File: src/hw/rtl/cdds_pkg.sv
// Shared types, constants, date helpers and the microcode table of the date stepper.
`default_nettype none

package cdds_pkg;

  // Default field widths.
  localparam int YEAR_BITS_DEF   = 16;
  localparam int OFFSET_BITS_DEF = 16;

  localparam logic [3:0]    MONTH_JAN  = 4'd1;
  localparam logic [3:0]    MONTH_FEB  = 4'd2;
  localparam logic [3:0]    MONTH_APR  = 4'd4;
  localparam logic [3:0]    MONTH_JUN  = 4'd6;
  localparam logic [3:0]    MONTH_SEP  = 4'd9;
  localparam logic [3:0]    MONTH_NOV  = 4'd11;
  localparam logic [3:0]    MONTH_DEC  = 4'd12;

  localparam logic [4:0]    DAY_FIRST  = 5'd1;
  localparam logic [4:0]    LEN_LONG   = 5'd31;
  localparam logic [4:0]    LEN_SHORT  = 5'd30;
  localparam logic [4:0]    LEN_FEB_LP = 5'd29;
  localparam logic [4:0]    LEN_FEB    = 5'd28;

  // Datapath operations selected by the control word.
  typedef enum logic [2:0] {
    OP_NOP,
    OP_CAPTURE,
    OP_LDCHK,
    OP_ADDINIT,
    OP_STEP,
    OP_EMIT
  } op_t;

  // Branch conditions.
  typedef enum logic [2:0] {
    CND_TRUE,
    CND_ADD,
    CND_OFF_ZERO,
    CND_STEP_END
  } cond_t;

  // Handshake a step waits on before it may leave.
  typedef enum logic [1:0] {
    WT_NONE,
    WT_IN,
    WT_OUT
  } wait_t;

  typedef logic [2:0] pc_t;

  localparam pc_t PC_DISPATCH = 3'd0;
  localparam pc_t PC_LDCHK    = 3'd1;
  localparam pc_t PC_ADDINIT  = 3'd2;
  localparam pc_t PC_STEP     = 3'd3;
  localparam pc_t PC_EMIT     = 3'd4;

  typedef struct packed {
    op_t   op;
    wait_t wt;
    cond_t cnd;
    pc_t   jmp_t;
    pc_t   jmp_f;
  } cw_t;

  // Status flags fed back from the datapath to the sequencer.
  typedef struct packed {
    logic in_fire;
    logic action_add;
    logic off_zero;
    logic step_end;
    logic out_free;
  } seq_stat_t;

  // The microprogram.
  function automatic cw_t ucode_rom(input pc_t pc);
    cw_t cw;
    cw = '{op: OP_NOP, wt: WT_NONE, cnd: CND_TRUE, jmp_t: PC_DISPATCH, jmp_f: PC_DISPATCH};
    case (pc)
      PC_DISPATCH: cw = '{op: OP_CAPTURE, wt: WT_IN,   cnd: CND_ADD,
                          jmp_t: PC_ADDINIT, jmp_f: PC_LDCHK};
      PC_LDCHK:    cw = '{op: OP_LDCHK,   wt: WT_NONE, cnd: CND_TRUE,
                          jmp_t: PC_EMIT,    jmp_f: PC_EMIT};
      PC_ADDINIT:  cw = '{op: OP_ADDINIT, wt: WT_NONE, cnd: CND_OFF_ZERO,
                          jmp_t: PC_EMIT,    jmp_f: PC_STEP};
      PC_STEP:     cw = '{op: OP_STEP,    wt: WT_NONE, cnd: CND_STEP_END,
                          jmp_t: PC_EMIT,    jmp_f: PC_STEP};
      PC_EMIT:     cw = '{op: OP_EMIT,    wt: WT_OUT,  cnd: CND_TRUE,
                          jmp_t: PC_DISPATCH, jmp_f: PC_DISPATCH};
      default:     cw = '{op: OP_NOP,     wt: WT_NONE, cnd: CND_TRUE,
                          jmp_t: PC_DISPATCH, jmp_f: PC_DISPATCH};
    endcase
    return cw;
  endfunction

  function automatic logic [4:0] month_len(input logic [3:0] m, input logic leap);
    logic [4:0] len;
    case (m) inside
      MONTH_APR, MONTH_JUN, MONTH_SEP, MONTH_NOV: len = LEN_SHORT;
      MONTH_FEB: len = leap ? LEN_FEB_LP : LEN_FEB;
      default:   len = LEN_LONG;
    endcase
    return len;
  endfunction

endpackage

`default_nettype wire

File: src/hw/rtl/cdds_in_if.sv
// Input channel of the date stepper: valid/ready plus one request beat.
`default_nettype none

interface cdds_in_if import cdds_pkg::*; #(
  parameter int YEAR_BITS   = YEAR_BITS_DEF,
  parameter int OFFSET_BITS = OFFSET_BITS_DEF
);
  logic                          valid;
  logic                          ready;
  logic                          action;
  logic [4:0]                    load_day;
  logic [3:0]                    load_month;
  logic [YEAR_BITS-1:0]          load_year;
  logic signed [OFFSET_BITS-1:0] day_offset;

  modport source (
    output valid, action, load_day, load_month, load_year, day_offset,
    input  ready
  );

  modport sink (
    input  valid, action, load_day, load_month, load_year, day_offset,
    output ready
  );
endinterface

`default_nettype wire

File: src/hw/rtl/cdds_out_if.sv
// Result channel of the date stepper: valid/ready plus one date beat.
`default_nettype none

interface cdds_out_if import cdds_pkg::*; #(
  parameter int YEAR_BITS = YEAR_BITS_DEF
);
  logic                 valid;
  logic                 ready;
  logic [4:0]           cur_day;
  logic [3:0]           cur_month;
  logic [YEAR_BITS-1:0] cur_year;
  logic                 load_rejected;
  logic                 range_error;

  modport source (
    output valid, cur_day, cur_month, cur_year, load_rejected, range_error,
    input  ready
  );

  modport sink (
    input  valid, cur_day, cur_month, cur_year, load_rejected, range_error,
    output ready
  );
endinterface

`default_nettype wire

File: src/hw/rtl/cdds_seq.sv
// Microcode sequencer: step counter, control store lookup and conditional jumps.
`default_nettype none

module cdds_seq import cdds_pkg::*; (
  input  logic      clk,
  input  logic      rst_n,
  input  seq_stat_t stat_i,
  output cw_t       cw_o
);

  pc_t  pc_r;
  pc_t  pc_nxt;
  logic go;
  logic taken;

  assign cw_o = ucode_rom(pc_r);

  always_comb begin
    case (cw_o.wt)
      WT_NONE: go = 1'b1;
      WT_IN:   go = stat_i.in_fire;
      WT_OUT:  go = stat_i.out_free;
      default: go = 1'b1;
    endcase
  end

  always_comb begin
    case (cw_o.cnd)
      CND_TRUE:     taken = 1'b1;
      CND_ADD:      taken = stat_i.action_add;
      CND_OFF_ZERO: taken = stat_i.off_zero;
      CND_STEP_END: taken = stat_i.step_end;
      default:      taken = 1'b1;
    endcase
  end

  always_comb begin
    if (!go) begin
      pc_nxt = pc_r;
    end else if (taken) begin
      pc_nxt = cw_o.jmp_t;
    end else begin
      pc_nxt = cw_o.jmp_f;
    end
  end

  always_ff @(posedge clk) begin
    if (!rst_n) begin
      pc_r <= PC_DISPATCH;
    end else begin
      pc_r <= pc_nxt;
    end
  end

endmodule

`default_nettype wire

File: src/hw/rtl/calendar_date_day_stepper_unit.sv
// Top level of the Gregorian date stepper: microcoded control plus the date datapath.
// A load beat goes through the check step, then the emit step, which registers the result;
// an add beat loads the day counter and steps one day per cycle until the count runs out
// or a year bound stops it, then emits; a zero offset goes from counter load to emit.
// One beat at a time: the next beat is taken only once the last result is registered.
// Reset (synchronous, rst_n low) sets the date to 1/1/0 and empties the output.
`default_nettype none

module calendar_date_day_stepper_unit import cdds_pkg::*; #(
  parameter int YEAR_BITS   = YEAR_BITS_DEF,
  parameter int OFFSET_BITS = OFFSET_BITS_DEF
) (
  input  logic       clk,
  input  logic       rst_n,
  cdds_in_if.sink    in_ch,
  cdds_out_if.source out_ch
);

  // A year is a multiple of 25 exactly when the year times the inverse of 25, taken modulo
  // 2^YEAR_BITS, is no more than (2^YEAR_BITS-1)/25. The inverse modulo 2^32 truncates to
  // the inverse modulo any smaller power of two.
  localparam logic [31:0]          INV25_FULL = 32'hC28F5C29;
  localparam logic [YEAR_BITS-1:0] INV25      = INV25_FULL[YEAR_BITS-1:0];
  localparam logic [YEAR_BITS-1:0] MUL25_MAX  =
    YEAR_BITS'(((64'd1 << YEAR_BITS) - 64'd1) / 64'd25);

  // Leap when divisible by 4 and either not a multiple of 25 (so not a century) or
  // divisible by 16 as well (so a multiple of 400).
  function automatic logic year_is_leap(input logic [YEAR_BITS-1:0] y);
    logic [YEAR_BITS-1:0] prod;
    logic                 mult25;
    prod   = y * INV25;
    mult25 = (prod <= MUL25_MAX);
    return (y[1:0] == 2'b00) && (!mult25 || (y[3:0] == 4'b0000));
  endfunction

  cw_t       cw;
  seq_stat_t stat;

  // Current date, the flags of the last beat and the day counter.
  logic [4:0]           day_r,  day_nxt;
  logic [3:0]           month_r, month_nxt;
  logic [YEAR_BITS-1:0] year_r, year_nxt;
  logic                 rej_r, rej_nxt;
  logic                 rng_r, rng_nxt;
  logic [OFFSET_BITS-1:0] cnt_r, cnt_nxt;
  logic                 out_valid_r, out_valid_nxt;

  // Captured request beat.
  logic [4:0]             ld_day_r;
  logic [3:0]             ld_month_r;
  logic [YEAR_BITS-1:0]   ld_year_r;
  logic [OFFSET_BITS-1:0] off_r;
  logic                   dir_back_r;

  logic                 in_fire;
  logic                 emit_fire;

  logic                 off_neg;
  logic [OFFSET_BITS-1:0] off_mag;

  logic [4:0]           ld_mlen;
  logic                 ld_ok;

  logic                 cur_leap;
  logic [4:0]           cur_mlen;
  logic [3:0]           prev_month;
  logic [4:0]           prev_mlen;
  logic [4:0]           st_day;
  logic [3:0]           st_month;
  logic [YEAR_BITS-1:0] st_year;
  logic                 st_blocked;

  cdds_seq u_seq (
    .clk    (clk),
    .rst_n  (rst_n),
    .stat_i (stat),
    .cw_o   (cw)
  );

  // A beat is taken only while the program sits at dispatch and reset is released.
  assign in_ch.ready = (cw.wt == WT_IN) && rst_n;
  assign in_fire     = in_ch.valid && in_ch.ready;

  // The result register is free when empty or being drained in this cycle.
  assign stat.out_free   = !out_valid_r || out_ch.ready;
  assign emit_fire       = (cw.op == OP_EMIT) && stat.out_free;

  assign stat.in_fire    = in_fire;
  assign stat.action_add = in_ch.action;
  assign stat.off_zero   = (off_r == '0);
  assign stat.step_end   = st_blocked || (cnt_r == OFFSET_BITS'(1));

  // Magnitude of the signed offset; the most negative value maps to its unsigned magnitude.
  assign off_neg = off_r[OFFSET_BITS-1];
  assign off_mag = off_neg ? (~off_r + OFFSET_BITS'(1)) : off_r;

  // Validity of the captured load.
  always_comb begin
    ld_mlen = month_len(ld_month_r, year_is_leap(ld_year_r));
    ld_ok   = (ld_month_r >= MONTH_JAN) && (ld_month_r <= MONTH_DEC) &&
              (ld_year_r != '0) && (ld_day_r >= DAY_FIRST) && (ld_day_r <= ld_mlen);
  end

  // One day forwards or backwards from the held date.
  always_comb begin
    cur_leap   = year_is_leap(year_r);
    cur_mlen   = month_len(month_r, cur_leap);
    prev_month = month_r - 4'd1;
    prev_mlen  = month_len(prev_month, cur_leap);
    st_day     = day_r;
    st_month   = month_r;
    st_year    = year_r;
    st_blocked = 1'b0;
    if (!dir_back_r) begin
      if (day_r >= cur_mlen) begin
        if (month_r >= MONTH_DEC) begin
          if (year_r == '1) begin
            st_blocked = 1'b1;
          end else begin
            st_day   = DAY_FIRST;
            st_month = MONTH_JAN;
            st_year  = year_r + YEAR_BITS'(1);
          end
        end else begin
          st_day   = DAY_FIRST;
          st_month = month_r + 4'd1;
        end
      end else begin
        st_day = day_r + 5'd1;
      end
    end else begin
      if (day_r <= DAY_FIRST) begin
        if (month_r <= MONTH_JAN) begin
          if (year_r == '0) begin
            st_blocked = 1'b1;
          end else begin
            st_day   = LEN_LONG;
            st_month = MONTH_DEC;
            st_year  = year_r - YEAR_BITS'(1);
          end
        end else begin
          st_month = prev_month;
          st_day   = prev_mlen;
        end
      end else begin
        st_day = day_r - 5'd1;
      end
    end
  end

  // Datapath next-state, steered by the current control word.
  always_comb begin
    day_nxt       = day_r;
    month_nxt     = month_r;
    year_nxt      = year_r;
    rej_nxt       = rej_r;
    rng_nxt       = rng_r;
    cnt_nxt       = cnt_r;
    out_valid_nxt = out_valid_r;
    if (out_ch.ready) begin
      out_valid_nxt = 1'b0;
    end
    case (cw.op)
      OP_LDCHK: begin
        rng_nxt = 1'b0;
        if (ld_ok) begin
          day_nxt   = ld_day_r;
          month_nxt = ld_month_r;
          year_nxt  = ld_year_r;
          rej_nxt   = 1'b0;
        end else begin
          day_nxt   = DAY_FIRST;
          month_nxt = MONTH_JAN;
          year_nxt  = '0;
          rej_nxt   = 1'b1;
        end
      end
      OP_ADDINIT: begin
        cnt_nxt = off_mag;
        rej_nxt = 1'b0;
        rng_nxt = 1'b0;
      end
      OP_STEP: begin
        if (st_blocked) begin
          rng_nxt = 1'b1;
        end else begin
          day_nxt   = st_day;
          month_nxt = st_month;
          year_nxt  = st_year;
          cnt_nxt   = cnt_r - OFFSET_BITS'(1);
        end
      end
      OP_EMIT: begin
        if (emit_fire) begin
          out_valid_nxt = 1'b1;
        end
      end
      default: begin
      end
    endcase
  end

  always_ff @(posedge clk) begin
    if (!rst_n) begin
      day_r       <= DAY_FIRST;
      month_r     <= MONTH_JAN;
      year_r      <= '0;
      rej_r       <= 1'b0;
      rng_r       <= 1'b0;
      cnt_r       <= '0;
      out_valid_r <= 1'b0;
    end else begin
      day_r       <= day_nxt;
      month_r     <= month_nxt;
      year_r      <= year_nxt;
      rej_r       <= rej_nxt;
      rng_r       <= rng_nxt;
      cnt_r       <= cnt_nxt;
      out_valid_r <= out_valid_nxt;
    end
  end

  // Payload registers: the captured beat and the result beat.
  always_ff @(posedge clk) begin
    if (in_fire) begin
      ld_day_r   <= in_ch.load_day;
      ld_month_r <= in_ch.load_month;
      ld_year_r  <= in_ch.load_year;
      off_r      <= in_ch.day_offset;
    end
    if (cw.op == OP_ADDINIT) begin
      dir_back_r <= off_neg;
    end
    if (emit_fire) begin
      out_ch.cur_day       <= day_r;
      out_ch.cur_month     <= month_r;
      out_ch.cur_year      <= year_r;
      out_ch.load_rejected <= rej_r;
      out_ch.range_error   <= rng_r;
    end
  end

  assign out_ch.valid = out_valid_r;

endmodule

`default_nettype wire

File: src/flat_wrapper.sv
// flat-port wrapper written by rule: the top's interface ports become plain ports
module calendar_date_day_stepper_unit_flat import cdds_pkg::*;
#(
  parameter int YEAR_BITS   = YEAR_BITS_DEF,
  parameter int OFFSET_BITS = OFFSET_BITS_DEF
)
  (clk, rst_n, in_ch_valid, in_ch_action, in_ch_load_day, in_ch_load_month, in_ch_load_year, in_ch_day_offset, in_ch_ready, out_ch_valid, out_ch_cur_day, out_ch_cur_month, out_ch_cur_year, out_ch_load_rejected, out_ch_range_error, out_ch_ready);
  cdds_in_if #(.YEAR_BITS(YEAR_BITS), .OFFSET_BITS(OFFSET_BITS)) in_ch_i ();
  cdds_out_if #(.YEAR_BITS(YEAR_BITS)) out_ch_i ();
  input  logic clk;
  input  logic rst_n;
  input wire logic [$bits(in_ch_i.valid)-1:0] in_ch_valid;
  input wire logic [$bits(in_ch_i.action)-1:0] in_ch_action;
  input wire logic [$bits(in_ch_i.load_day)-1:0] in_ch_load_day;
  input wire logic [$bits(in_ch_i.load_month)-1:0] in_ch_load_month;
  input wire logic [$bits(in_ch_i.load_year)-1:0] in_ch_load_year;
  input wire logic [$bits(in_ch_i.day_offset)-1:0] in_ch_day_offset;
  output wire logic [$bits(in_ch_i.ready)-1:0] in_ch_ready;
  output wire logic [$bits(out_ch_i.valid)-1:0] out_ch_valid;
  output wire logic [$bits(out_ch_i.cur_day)-1:0] out_ch_cur_day;
  output wire logic [$bits(out_ch_i.cur_month)-1:0] out_ch_cur_month;
  output wire logic [$bits(out_ch_i.cur_year)-1:0] out_ch_cur_year;
  output wire logic [$bits(out_ch_i.load_rejected)-1:0] out_ch_load_rejected;
  output wire logic [$bits(out_ch_i.range_error)-1:0] out_ch_range_error;
  input wire logic [$bits(out_ch_i.ready)-1:0] out_ch_ready;
  assign in_ch_i.valid = in_ch_valid;
  assign in_ch_i.action = in_ch_action;
  assign in_ch_i.load_day = in_ch_load_day;
  assign in_ch_i.load_month = in_ch_load_month;
  assign in_ch_i.load_year = in_ch_load_year;
  assign in_ch_i.day_offset = in_ch_day_offset;
  assign in_ch_ready = in_ch_i.ready;
  assign out_ch_valid = out_ch_i.valid;
  assign out_ch_cur_day = out_ch_i.cur_day;
  assign out_ch_cur_month = out_ch_i.cur_month;
  assign out_ch_cur_year = out_ch_i.cur_year;
  assign out_ch_load_rejected = out_ch_i.load_rejected;
  assign out_ch_range_error = out_ch_i.range_error;
  assign out_ch_i.ready = out_ch_ready;
  calendar_date_day_stepper_unit #(.YEAR_BITS(YEAR_BITS), .OFFSET_BITS(OFFSET_BITS)) u_core (.clk(clk), .rst_n(rst_n), .in_ch(in_ch_i), .out_ch(out_ch_i));
endmodule
File: config.mk
export PLATFORM = sky130hd
export DESIGN_NAME = calendar_date_day_stepper_unit_flat
export DESIGN_NICKNAME = d
export VERILOG_FILES = /design/src/hw/rtl/cdds_pkg.sv /design/src/hw/rtl/cdds_in_if.sv /design/src/hw/rtl/cdds_out_if.sv /design/src/hw/rtl/cdds_seq.sv /design/src/hw/rtl/calendar_date_day_stepper_unit.sv /design/src/flat_wrapper.sv
export SDC_FILE = /design/constraint.sdc
export NUM_CORES = 1
export LEC_CHECK = 0
export BUFFER_PORTS_ARGS = -buffer_cell sky130_fd_sc_hd__buf_4
export CAP_MARGIN = 40
export CORE_UTILIZATION = 35
export CTS_CLUSTER_SIZE = 16
export DETAILED_ROUTE_END_ITERATION = 10
export GPL_TIMING_DRIVEN = 0
export HOLD_SLACK_MARGIN = 0.05
export PLACE_DENSITY_LB_ADDON = 0.3
export SYNTH_ARGS = -nofsm -noshare
export SYNTH_HDL_FRONTEND = slang
export SYNTH_SLANG_ARGS = --single-unit
export TNS_END_PERCENT = 100
File: constraint.sdc
create_clock -name clk -period 7.09 [get_ports clk]
set_input_delay 0.709 -clock clk [delete_from_list [all_inputs] [get_ports clk]]
set_output_delay 0.709 -clock clk [all_outputs]
set_load 0.005 [all_outputs]
## After elaboration in Yosys (flattened, before gate mapping)

Index checks and enable logic that the tools add are counted.

- Register bits after elaboration: 116
- Output and inout bits: 29

- Add/sub/neg operators: 8
- $mul: 2
- Order comparisons: 10
- Eq/ne operators: 42
- Mux-type cells: 59
- Bitwise operators: 1
- Reduce and logical (&&, ||, !) cells: 37

Operator list:

| cell | count |
|---|---|
| 2-to-1 mux 16 bit | 11 |
| 2-to-1 mux 5 bit | 15 |
| case mux 14 bit (5 select lines) | 1 |
| case mux 16 bit (2 select lines) | 2 |
| 2-to-1 mux 4 bit | 9 |
| adder 16 x 1 -> 16 bit (second input constant) | 2 |
| less-or-equal comparator 16 x 12 -> 1 bit (second input constant) | 2 |
| logical NOT 16 bit | 2 |
| multiplier 16 x 15 -> 16 bit (second input constant) | 2 |
| subtractor 16 x 1 -> 16 bit (second input constant) | 2 |
| == test 4 x 3 -> 1 bit (second input constant) | 6 |
| == test 4 bit (second input constant) | 6 |
| == test 3 x 2 -> 1 bit (second input constant) | 6 |
| == test 16 x 1 -> 1 bit (second input constant) | 1 |
| == test 16 bit (second input constant) | 1 |
| NOT 16 bit | 1 |
| nonzero test 16 bit | 1 |
| 2-to-1 mux 1 bit | 14 |
| == test 4 x 2 -> 1 bit (second input constant) | 3 |
| OR reduction 4 bit | 3 |
| case mux 5 bit (2 select lines) | 1 |
| == test 3 bit (second input constant) | 3 |
| logical AND 1 bit | 9 |
| inequality test 3 bit (second input constant) | 3 |
| other kinds (38) | 53 |

## Depth between registers and ports, before layout

Gate-level depths: netlist of the first run.

- Depth after elaboration: 14
- Mapped depth: 29

## By module

Synthesis of the first run repeated with hierarchy kept, for this count alone.

- Cells, all modules: 1029
- Area total of the unflattened synthesis: 9841.9 um^2

By module, submodules not included:

| module | times used | cells each | area each (um^2) | seq. area each (um^2) |
|---|---|---|---|---|
| calendar_date_day_stepper_unit | 1 | 994 | 9534.1 | 2952.8 |
| cdds_seq | 1 | 35 | 307.8 | 60.1 |

## Least setup slack after synthesis of the first run

Ideal clock, no wire load.

- Path kind: register to register
- Start: reg u_core.year_r[0]
- End: reg u_core.day_r[0]
- Data arrival time: 5999 ps
- Setup slack: 1033 ps
- Cell stages (with the launch flop): 28
- Period minus slack after synthesis: 6057 ps
- Cell sequence: dfxtp_1 ha_1 ha_1 inv_1 fa_1 fa_1 inv_1 fa_1 ha_1 ha_1 nor2_1 xnor2_1 xnor2_1 nand2_1 nand2_1 o41ai_2 a21o_1 nand2_1 ha_1 nand2b_1 a21oi_1 nor2_1 a31oi_2 o21a_1 buf_6 o211ai_2 a2111oi_0 or3_1

- Word-level cells in the longest chain between the ends: 13
- Elaborated cells between the ends (all ways): 32
- Those cells by class: mul: 1; order compare: 2; eq/ne: 4; mux: 18; reduce/logical: 7

RTL lines:

| item | line | source |
|---|---|---|
| start: declaration | calendar_date_day_stepper_unit.sv:43 | `logic [YEAR_BITS-1:0] year_r, year_nxt;` |
| start signal: assignment | calendar_date_day_stepper_unit.sv:216 | `year_r <= year_nxt;` |
| multiplier 16 x 15 -> 16 bit | calendar_date_day_stepper_unit.sv:32 | `prod = y * INV25;` |
| less-or-equal comparator 16 x 12 -> 1 bit | calendar_date_day_stepper_unit.sv:33 | `mult25 = (prod <= MUL25_MAX);` |
| logical NOT 1 bit | calendar_date_day_stepper_unit.sv:34 | `return (y[1:0] == 2'b00) && (!mult25 \|\| (y[3:0] == 4'b0000));` |
| logical OR 1 bit | calendar_date_day_stepper_unit.sv:34 |  |
| logical AND 1 bit | calendar_date_day_stepper_unit.sv:34 |  |
| 2-to-1 mux 1 bit | cdds_pkg.sv:99 | `MONTH_FEB: len = leap ? LEN_FEB_LP : LEN_FEB;` |
| 2-to-1 mux 5 bit (2 in a row) | cdds_pkg.sv:97 | `case (m) inside` |
| >= comparator 5 bit / 2-to-1 mux 5 bit (equally long branches) | calendar_date_day_stepper_unit.sv:116, calendar_date_day_stepper_unit.sv:134 |  |
| 2-to-1 mux 1 bit (tied with other cells) | calendar_date_day_stepper_unit.sv:116 | `if (day_r >= cur_mlen) begin` |
| 2-to-1 mux 1 bit / 2-to-1 mux 5 bit (equally long branches) | calendar_date_day_stepper_unit.sv:115 | `if (!dir_back_r) begin` |
| inequality test 2 bit (no source line) / 2-to-1 mux 5 bit (equally long branches) | -- |  |
| AND reduction 4 bit (no source line) / case mux 5 bit (2 select lines) (equally long branches) | -- |  |
| end signal: assignment | calendar_date_day_stepper_unit.sv:214 | `day_r <= day_nxt;` |
| end: declaration | calendar_date_day_stepper_unit.sv:41 | `logic [4:0] day_r, day_nxt;` |

Parallel ways exist; a longest one is shown, timed or not. The select of a mux whose other input is x is not followed.
A chain may end at the register's enable or synchronous reset.

## Worst setup path in the final report of the first run

- Start: reg u_core.year_r[8]
- End: reg u_core.year_r[15]

- Word-level cells in the longest chain between the ends: 13
- Elaborated cells between the ends (all ways): 34
- Those cells by class: add/sub: 2; mul: 1; order compare: 2; eq/ne: 5; mux: 19; reduce/logical: 5

RTL lines:

| item | line |
|---|---|
| multiplier 16 x 15 -> 16 bit | calendar_date_day_stepper_unit.sv:32 |
| less-or-equal comparator 16 x 12 -> 1 bit | calendar_date_day_stepper_unit.sv:33 |
| logical NOT 1 bit | calendar_date_day_stepper_unit.sv:34 |
| logical OR 1 bit | calendar_date_day_stepper_unit.sv:34 |
| logical AND 1 bit | calendar_date_day_stepper_unit.sv:34 |
| 2-to-1 mux 1 bit | cdds_pkg.sv:99 |
| 2-to-1 mux 5 bit (2 in a row) | cdds_pkg.sv:97 |
| >= comparator 5 bit | calendar_date_day_stepper_unit.sv:116 |
| 2-to-1 mux 1 bit | calendar_date_day_stepper_unit.sv:116 |
| 2-to-1 mux 1 bit | calendar_date_day_stepper_unit.sv:115 |
| inequality test 2 bit (no source line) | -- |
| AND reduction 8 bit (no source line) | -- |

Parallel ways exist; a longest one is shown, timed or not. The select of a mux whose other input is x is not followed.

==> results of run 1 <==
[cells by family after synthesis]
family / Yosys count / synth area share
AO/OA/AOI/OAI: 232 / 0.161
AND/OR/NAND/NOR: 219 / 0.112
adder cells (fa/ha/maj): 193 / 0.279
buffers and inverters: 183 / 0.0747
flip-flops: 116 / 0.312
XOR/XNOR: 61 / 0.0554
multiplexers: 6 / 0.00623
[through the flow]
step | cells | utilization
after floorplan | 1010 | -
final | 1459 | 0.419
after detailed placement | 1428 | 0.395
after global placement | 1425 | 0.393
after CTS | 1459 | 0.418
after global routing | 1459 | 0.419
[power breakdown]
part	internal, mW	switching [mW]
Sequential	0.818	0.134
Combinational	0.835	1.02
Clock	0.563	0.343
[layout make-up]
| cell class | count | area [um^2] | area share |
|---|---|---|---|
| Clock inverter | 15 | 198 | 0.0175 |
| Multi-Input combinational cell | 711 | 5930 | 0.524 |
| Timing Repair Buffer | 77 | 596 | 0.0526 |
| Inverter | 152 | 571 | 0.0504 |
| Sequential cell | 116 | 3030 | 0.267 |
| Buffer | 30 | 148 | 0.0130 |
| Clock buffer | 17 | 425 | 0.0376 |
| Tap cell | 341 | 427 | 0.0377 |
[registers in the layout, summed over array words and instances, names as in the netlist, 5 cells and up]
| signal | cells |
|---|---|
| u_core.year_r | 16 |
| u_core.day_r | 5 |
| u_core.ld_year_r | 16 |
| u_core.out_ch.cur_year | 16 |
| u_core.out_ch.cur_day | 5 |
| u_core.cnt_r | 16 |
| u_core.off_r | 16 |
| u_core.ld_day_r | 5 |
[synthesized netlist by cell type, drive strengths merged (4+ instances only)]
cell type  number  area share
nor3           19       0.010
a211oi         18       0.014
o41ai           4      0.0044
nand2b          6      0.0039
fa             37       0.077
a22oi          15       0.012
xor2           16       0.015
a21o           12      0.0093
nand4           4      0.0026
nor4           12      0.0084
a21oi          63       0.033
and2            6      0.0039
a221oi          6      0.0054
inv           152       0.059
o211ai          8      0.0067
or4             6      0.0051
o21ai          49       0.027
nand3          21       0.011
mux2i           6      0.0062
o22ai           6      0.0039
edfxtp         69        0.21
a211o           5      0.0045
a31oi           7      0.0052
dfxtp          47       0.098
o21a            8      0.0062
nor2           64       0.025
buf            12      0.0082
clkbuf         19      0.0074
xnor2          45       0.041
nand2          53       0.021
o31ai           5      0.0039
a32oi           4      0.0036
ha            156        0.20
or3             5      0.0032
nor2b           5      0.0032
or2             4      0.0026
[worst min path at each step]
stage / from / to / slack, ns / cells after the start
floorplan: u_core.day_r[3] / u_core.out_ch.cur_day[3] / 0.40 / 0
global placement: u_core.month_r[3] / u_core.out_ch.cur_month[3] / 0.41 / 0
detailed placement: u_core.month_r[2] / u_core.out_ch.cur_month[2] / 0.41 / 0
CTS: u_core.month_r[2] / u_core.out_ch.cur_month[2] / 0.43 / 0
global route: in_ch_load_year[2] / u_core.ld_year_r[2] / 0.44 / 1
finish: u_core.month_r[2] / u_core.out_ch.cur_month[2] / 0.42 / 0
[cells in the final DEF (no fill, tap or decap), types with 21 or more instances in the layout]
cell type / instances
a21oi_1: 61
buf_4: 74
dfxtp_1: 37
edfxtp_1: 69
fa_1: 37
ha_1: 156
inv_1: 152
nand2_1: 53
nand3_1: 21
nor2_1: 63
o21ai_0: 44
xnor2_1: 45
[metal layers]
layer / GRT usage / vias up
li1: - / 3774
met1: 0.232 / 3590
met2: 0.263 / 213
met3: 0.0355 / 26
met4: 0.0459 / 0
met5: 0 / -
[critical path, stage by stage (launching register included)]
cell and delay [ns]:
dfxtp_2 0.40, ha_1 0.30, inv_1 0.05, fa_1 0.50, inv_1 0.04, ha_1 0.29
ha_1 0.32, fa_1 0.48, ha_1 0.30, ha_1 0.38, and3_1 0.21, a211oi_1 0.28
mux2i_1 0.22, nand2_1 0.08, o41ai_2 0.47, a21o_1 0.18, nand2_1 0.05, ha_1 0.27
nand2b_1 0.14, a21oi_1 0.20, nor2_1 0.11, a31oi_4 0.33, nand3_1 0.16, a21oi_2 0.25
buf_2 0.24, o21ai_0 0.13, a41oi_1 0.20
==> results.sh, run 1 <==
export IMPL_dieWidth_um=168
export IMPL_reg2reg_depth=26
export IMPL_power_mw=3.71
export IMPL_drt_iter0_drc=553
export IMPL_first_pass_iters=5
export IMPL_slew_violations=0
export IMPL_antenna_found_initial=0
export IMPL_vias=7603
export IMPL_critPathLaunch="u_core.year_r[8]"
export IMPL_hold_slack_ns=0.424
export IMPL_fp_dieH_um=168
export IMPL_ant_nets=0
export IMPL_fmaxAchievable_mhz=150
export IMPL_netlist_instances=1010
export IMPL_p_leak_nw=5.12
export IMPL_fillers=2642
export IMPL_top_layer="met4"
export IMPL_fin_area_um2=11300
export IMPL_critical_path_arrival_ns=7.01
export IMPL_drive_gt1_frac=0.139
export IMPL_placed_area_um2=10700
export IMPL_rrSetupSlack_ns=0.41
export IMPL_wire_per_inst_um=15.6
export IMPL_cts_tree="done"
export IMPL_timing_rr_end="u_core.year_r[15]"
export IMPL_timing_final_crit_share=0.942
export IMPL_root_buffer="clkbuf_16"
export IMPL_grt_usage=0.167
export IMPL_final_hold_violation_count=0
export IMPL_portBuffers=74
export IMPL_cts_made_buffers=17
export IMPL_yosys_warnings=0
export IMPL_routed_wl_um=22700
export IMPL_rsz0062_at_grt="no"
export IMPL_synth_distinct_cells=70
export IMPL_postCtsResizedCells=2
export IMPL_max_cap_viol_count=0
export IMPL_start_util=0.357
export IMPL_seq_area_frac_synth=0.312
export IMPL_io_pins=75
export IMPL_dpl_hpwl_um=17700
export IMPL_hold_path_class="flip-flop to flip-flop"
export IMPL_pre_cts_ws_ns=-0.0986
export IMPL_syn_avg_cell_area_um2=9.55
export IMPL_yosys_most_used_dff="edfxtp_1"
export IMPL_area_delta_synth_final_pct=17.4
export IMPL_crit_path_start_kind="flip-flop"
export IMPL_synth_edf_count=69
export IMPL_antenna_cells=0
export IMPL_tns_ns=0
export IMPL_grt_max_degree=39
export IMPL_drc=0
export IMPL_setup_viol=0
export IMPL_grt_ovfl_total=0
export IMPL_clockBufferDepth=2
export IMPL_clkTransAtPathRegs_ns=0.06
export IMPL_outcome="complete, no violations"
export IMPL_synthArstFlopShare=0
export IMPL_route_met2_wl_um=10200
export IMPL_grt_pass1_wl_um=37400
export IMPL_worst_clock_skew_ns=0.00898
export IMPL_cp_end_kind="flip-flop"
export IMPL_relSlewSlack=0.515
export IMPL_tightest_slew_ns=0.725
export IMPL_ir_drop_mv=0.146
export IMPL_crit_end="u_core.year_r[15]"
export IMPL_p_per_area_nw_per_um2=328
export IMPL_syn_area_um2=9650
export IMPL_postCtsHoldBufs=0
export IMPL_post_cts_buffers=0
export IMPL_wl_met1_um=10900
export IMPL_die_area_um2=28200
export IMPL_worst_slack_ns=0.411
export IMPL_critPathRequiredTime_ns=7.42
export IMPL_viasPerCell=5.21
export IMPL_rr_startpoint="u_core.year_r[8]"
export IMPL_clock_sink_count=116
export IMPL_synth_nets=1249
export IMPL_htreeDepth=4
export IMPL_worstSetupPathType="flip-flop to flip-flop"
export IMPL_clk_latency_ns=0.42
export IMPL_gp_congestion=0.856
export IMPL_route_met3_wl_um=1290
export IMPL_nets=1344
export IMPL_cp_max_fo=10
export IMPL_rows=60
export IMPL_core_um2=27000
export IMPL_grt_pass1_vias=7311
export IMPL_synth_seq_cells=116
export IMPL_min_period_ns=6.68
Note: power is estimated with default switching activity, not from simulation.
==> inputs of run 2 (changes only) <==
SYNTH_HIERARCHICAL = 1   (was not set)
==> results.sh, run 2 <==
export IMPL_grt_pass1_wl_um=38000
export IMPL_min_period_ns=6.70
export IMPL_critPathRequiredTime_ns=7.39
export IMPL_dpl_hpwl_um=18200
export IMPL_cp_end_kind="flip-flop"
export IMPL_clkTransAtPathRegs_ns=0.06
export IMPL_io_pins=75
export IMPL_vias=7754
export IMPL_p_per_area_nw_per_um2=329
export IMPL_drt_iter0_drc=511
export IMPL_clk_latency_ns=0.42
export IMPL_grt_usage=0.170
export IMPL_drc=0
export IMPL_area_delta_synth_final_pct=17.9
export IMPL_swShare=0.404
export IMPL_p_leak_nw=5.15
export IMPL_critPathLaunch="u_core/year_r[2]"
export IMPL_fmaxAchievable_mhz=149
export IMPL_final_common_cell="ha_1"
export IMPL_critical_path_arrival_ns=7.00
export IMPL_p_comb_frac=0.507
export IMPL_cts_made_buffers=17
export IMPL_slew_violations=0
export IMPL_clock_sink_count=116
export IMPL_netlist_instances=1020
export IMPL_relSlewSlack=0.397
export IMPL_worstSetupPathType="flip-flop to flip-flop"
export IMPL_rr_startpoint="u_core/year_r[2]"
export IMPL_hold_slack_ns=0.421
export IMPL_p_int_mw=2.26
export IMPL_routed_wl_um=23500
export IMPL_grt_max_degree=40
export IMPL_antenna_cells=0
export IMPL_crit_path_start_kind="flip-flop"
export IMPL_grt_ovfl_total=0
export IMPL_timing_final_crit_share=0.945
export IMPL_rrSetupSlack_ns=0.39
export IMPL_portBuffers=74
export IMPL_cp_max_fo=9
export IMPL_drive_gt1_frac=0.137
export IMPL_hold_path_class="flip-flop to flip-flop"
export IMPL_final_hold_violation_count=0
export IMPL_timing_rr_end="u_core/day_r[3]"
export IMPL_setup_viol=0
export IMPL_antenna_found_initial=0
export IMPL_sequentialPowerShare=0.255
export IMPL_fp_dieH_um=169
export IMPL_htreeDepth=4
export IMPL_gp_congestion=0.827
export IMPL_dieWidth_um=169
export IMPL_final_util=0.425
export IMPL_wire_per_inst_um=15.6
export IMPL_layout_common_cells="ha_1 (157), inv_1 (130), buf_4 (81), edfxtp_1 (69), o21ai_0 (65)"
export IMPL_worst_clock_skew_ns=0.00955
export IMPL_ant_nets=0
export IMPL_rsz0062_at_grt="no"
export IMPL_die_area_um2=28600
export IMPL_reg2reg_depth=23
export IMPL_nets=1361
export IMPL_cts_tree="done"
export IMPL_clkPwrFrac=0.238
export IMPL_power_switching_mw=1.53
export IMPL_core_um2=27200
export IMPL_syn_area_um2=9790
export IMPL_viasPerCell=5.15
export IMPL_root_buffer="clkbuf_16"
export IMPL_first_pass_iters=5
export IMPL_grt_pass1_vias=7402
export IMPL_tightest_slew_ns=0.905
export IMPL_start_util=0.360
export IMPL_ir_drop_mv=0.237
export IMPL_syn_avg_cell_area_um2=9.60
export IMPL_outcome="complete, no violations"
export IMPL_yosys_warnings=6
export IMPL_max_cap_viol_count=0
export IMPL_rows=60
export IMPL_synth_nets=1260
export IMPL_crit_end="u_core/day_r[3]"
export IMPL_clockBufferDepth=2
[run 2: changes by cell type in the layout (fill, tap and decap cells not counted), sizes merged, moves of 5 or more]
| cell | change |
|---|---|
| a211o | -5 |
| a211oi | -5 |
| a21oi | -5 |
| a22oi | +5 |
| buf | +5 |
| inv | -25 |
| nand2 | +9 |
| nand2b | +6 |
| nor2b | +5 |
| o211ai | -5 |
| o21ai | +18 |
| xnor2 | -6 |
[run 2: how the worst min path moves through the flow]
stage,cells past startpoint,from,end
final,0,u_core/day_r[2],u_core/out_ch.cur_day[2]
after global routing,0,u_core/day_r[2],u_core/out_ch.cur_day[2]
after CTS,0,u_core/day_r[2],u_core/out_ch.cur_day[2]
after detailed placement,0,u_core/day_r[2],u_core/out_ch.cur_day[2]
after global placement,0,u_core/month_r[3],u_core/out_ch.cur_month[3]
after floorplan,0,u_core/day_r[2],u_core/out_ch.cur_day[2]
[run 2: stage by stage]
step | power (mW) | area (um^2) | setup TNS [ns] | setup WS, ns | std cells
3_3_place_gp | 2.85 | 10800 | -3.09 | -0.217 | 1466
4_1_cts | 3.81 | 11500 | 0 | 0.00796 | 1500
3_5_place_dp | 2.90 | 10900 | -4.33 | -0.246 | 1468
6_report | 3.80 | 11500 | 0 | 0.387 | 1506
2_1_floorplan | 2.40 | 9790 | 0 | 0.730 | 1020
5_1_grt | 4.15 | 11500 | 0 | 0.0267 | 1506
[run 2: worst max-delay path, cell delays in order (launching register included)]
cell and delay, ns:
dfxtp_2 0.45, ha_1 0.31, ha_1 0.30, inv_1 0.05
fa_1 0.50, fa_1 0.54, inv_1 0.06, fa_1 0.47
ha_1 0.32, ha_1 0.37, a21o_1 0.22, o311a_1 0.28
a21oi_1 0.18, a41oi_2 0.20, nor3b_1 0.24, nor2_1 0.07
ha_1 0.26, nand2b_1 0.18, a21oi_4 0.27, o32ai_4 0.17
or3b_2 0.55, a21oi_4 0.21, nor2_1 0.06, a311oi_1 0.31
[run 2: repair_timing]
item / in CTS / in global routing
gates resized for setup: 3 / 9
buffers inserted: 0 / 5
pin swaps: 0 / 2
endpoints found under the setup margin: 29 / 33
gates cloned: 0 / 1
hold buffers: 0 / 0
[run 2: area by class of cell]
| class | count | area (um^2) |
|---|---|---|
| Tap cell | 372 | 465 |
| Clock inverter | 14 | 184 |
| Fill cell | 2690 | 15600 |
| Sequential cell | 116 | 3020 |
| Inverter | 130 | 488 |
| Clock buffer | 18 | 429 |
| Timing Repair Buffer | 81 | 628 |
| Buffer | 33 | 176 |
| Multi-Input combinational cell | 742 | 6150 |
[run 2: layer usage]
layer | GRT usage | up-vias | wire length [um]
li1 | - | 3838 | -
met1 | 0.236 | 3702 | 11400
met2 | 0.271 | 201 | 10700
met3 | 0.0289 | 13 | 1090
met4 | 0.0443 | 0 | 248
met5 | 0 | - | 0
[run 2: power groups by stage]
stage                     logic [mW]  registers [mW]  clock network (mW)
after floorplan                 1.47           0.933                   0
after global placement          1.87           0.981                   0
after detailed placement        1.92           0.978                   0
after CTS                       1.93           0.965               0.919
after global routing            2.22           0.981               0.954
final                           1.93           0.967               0.902
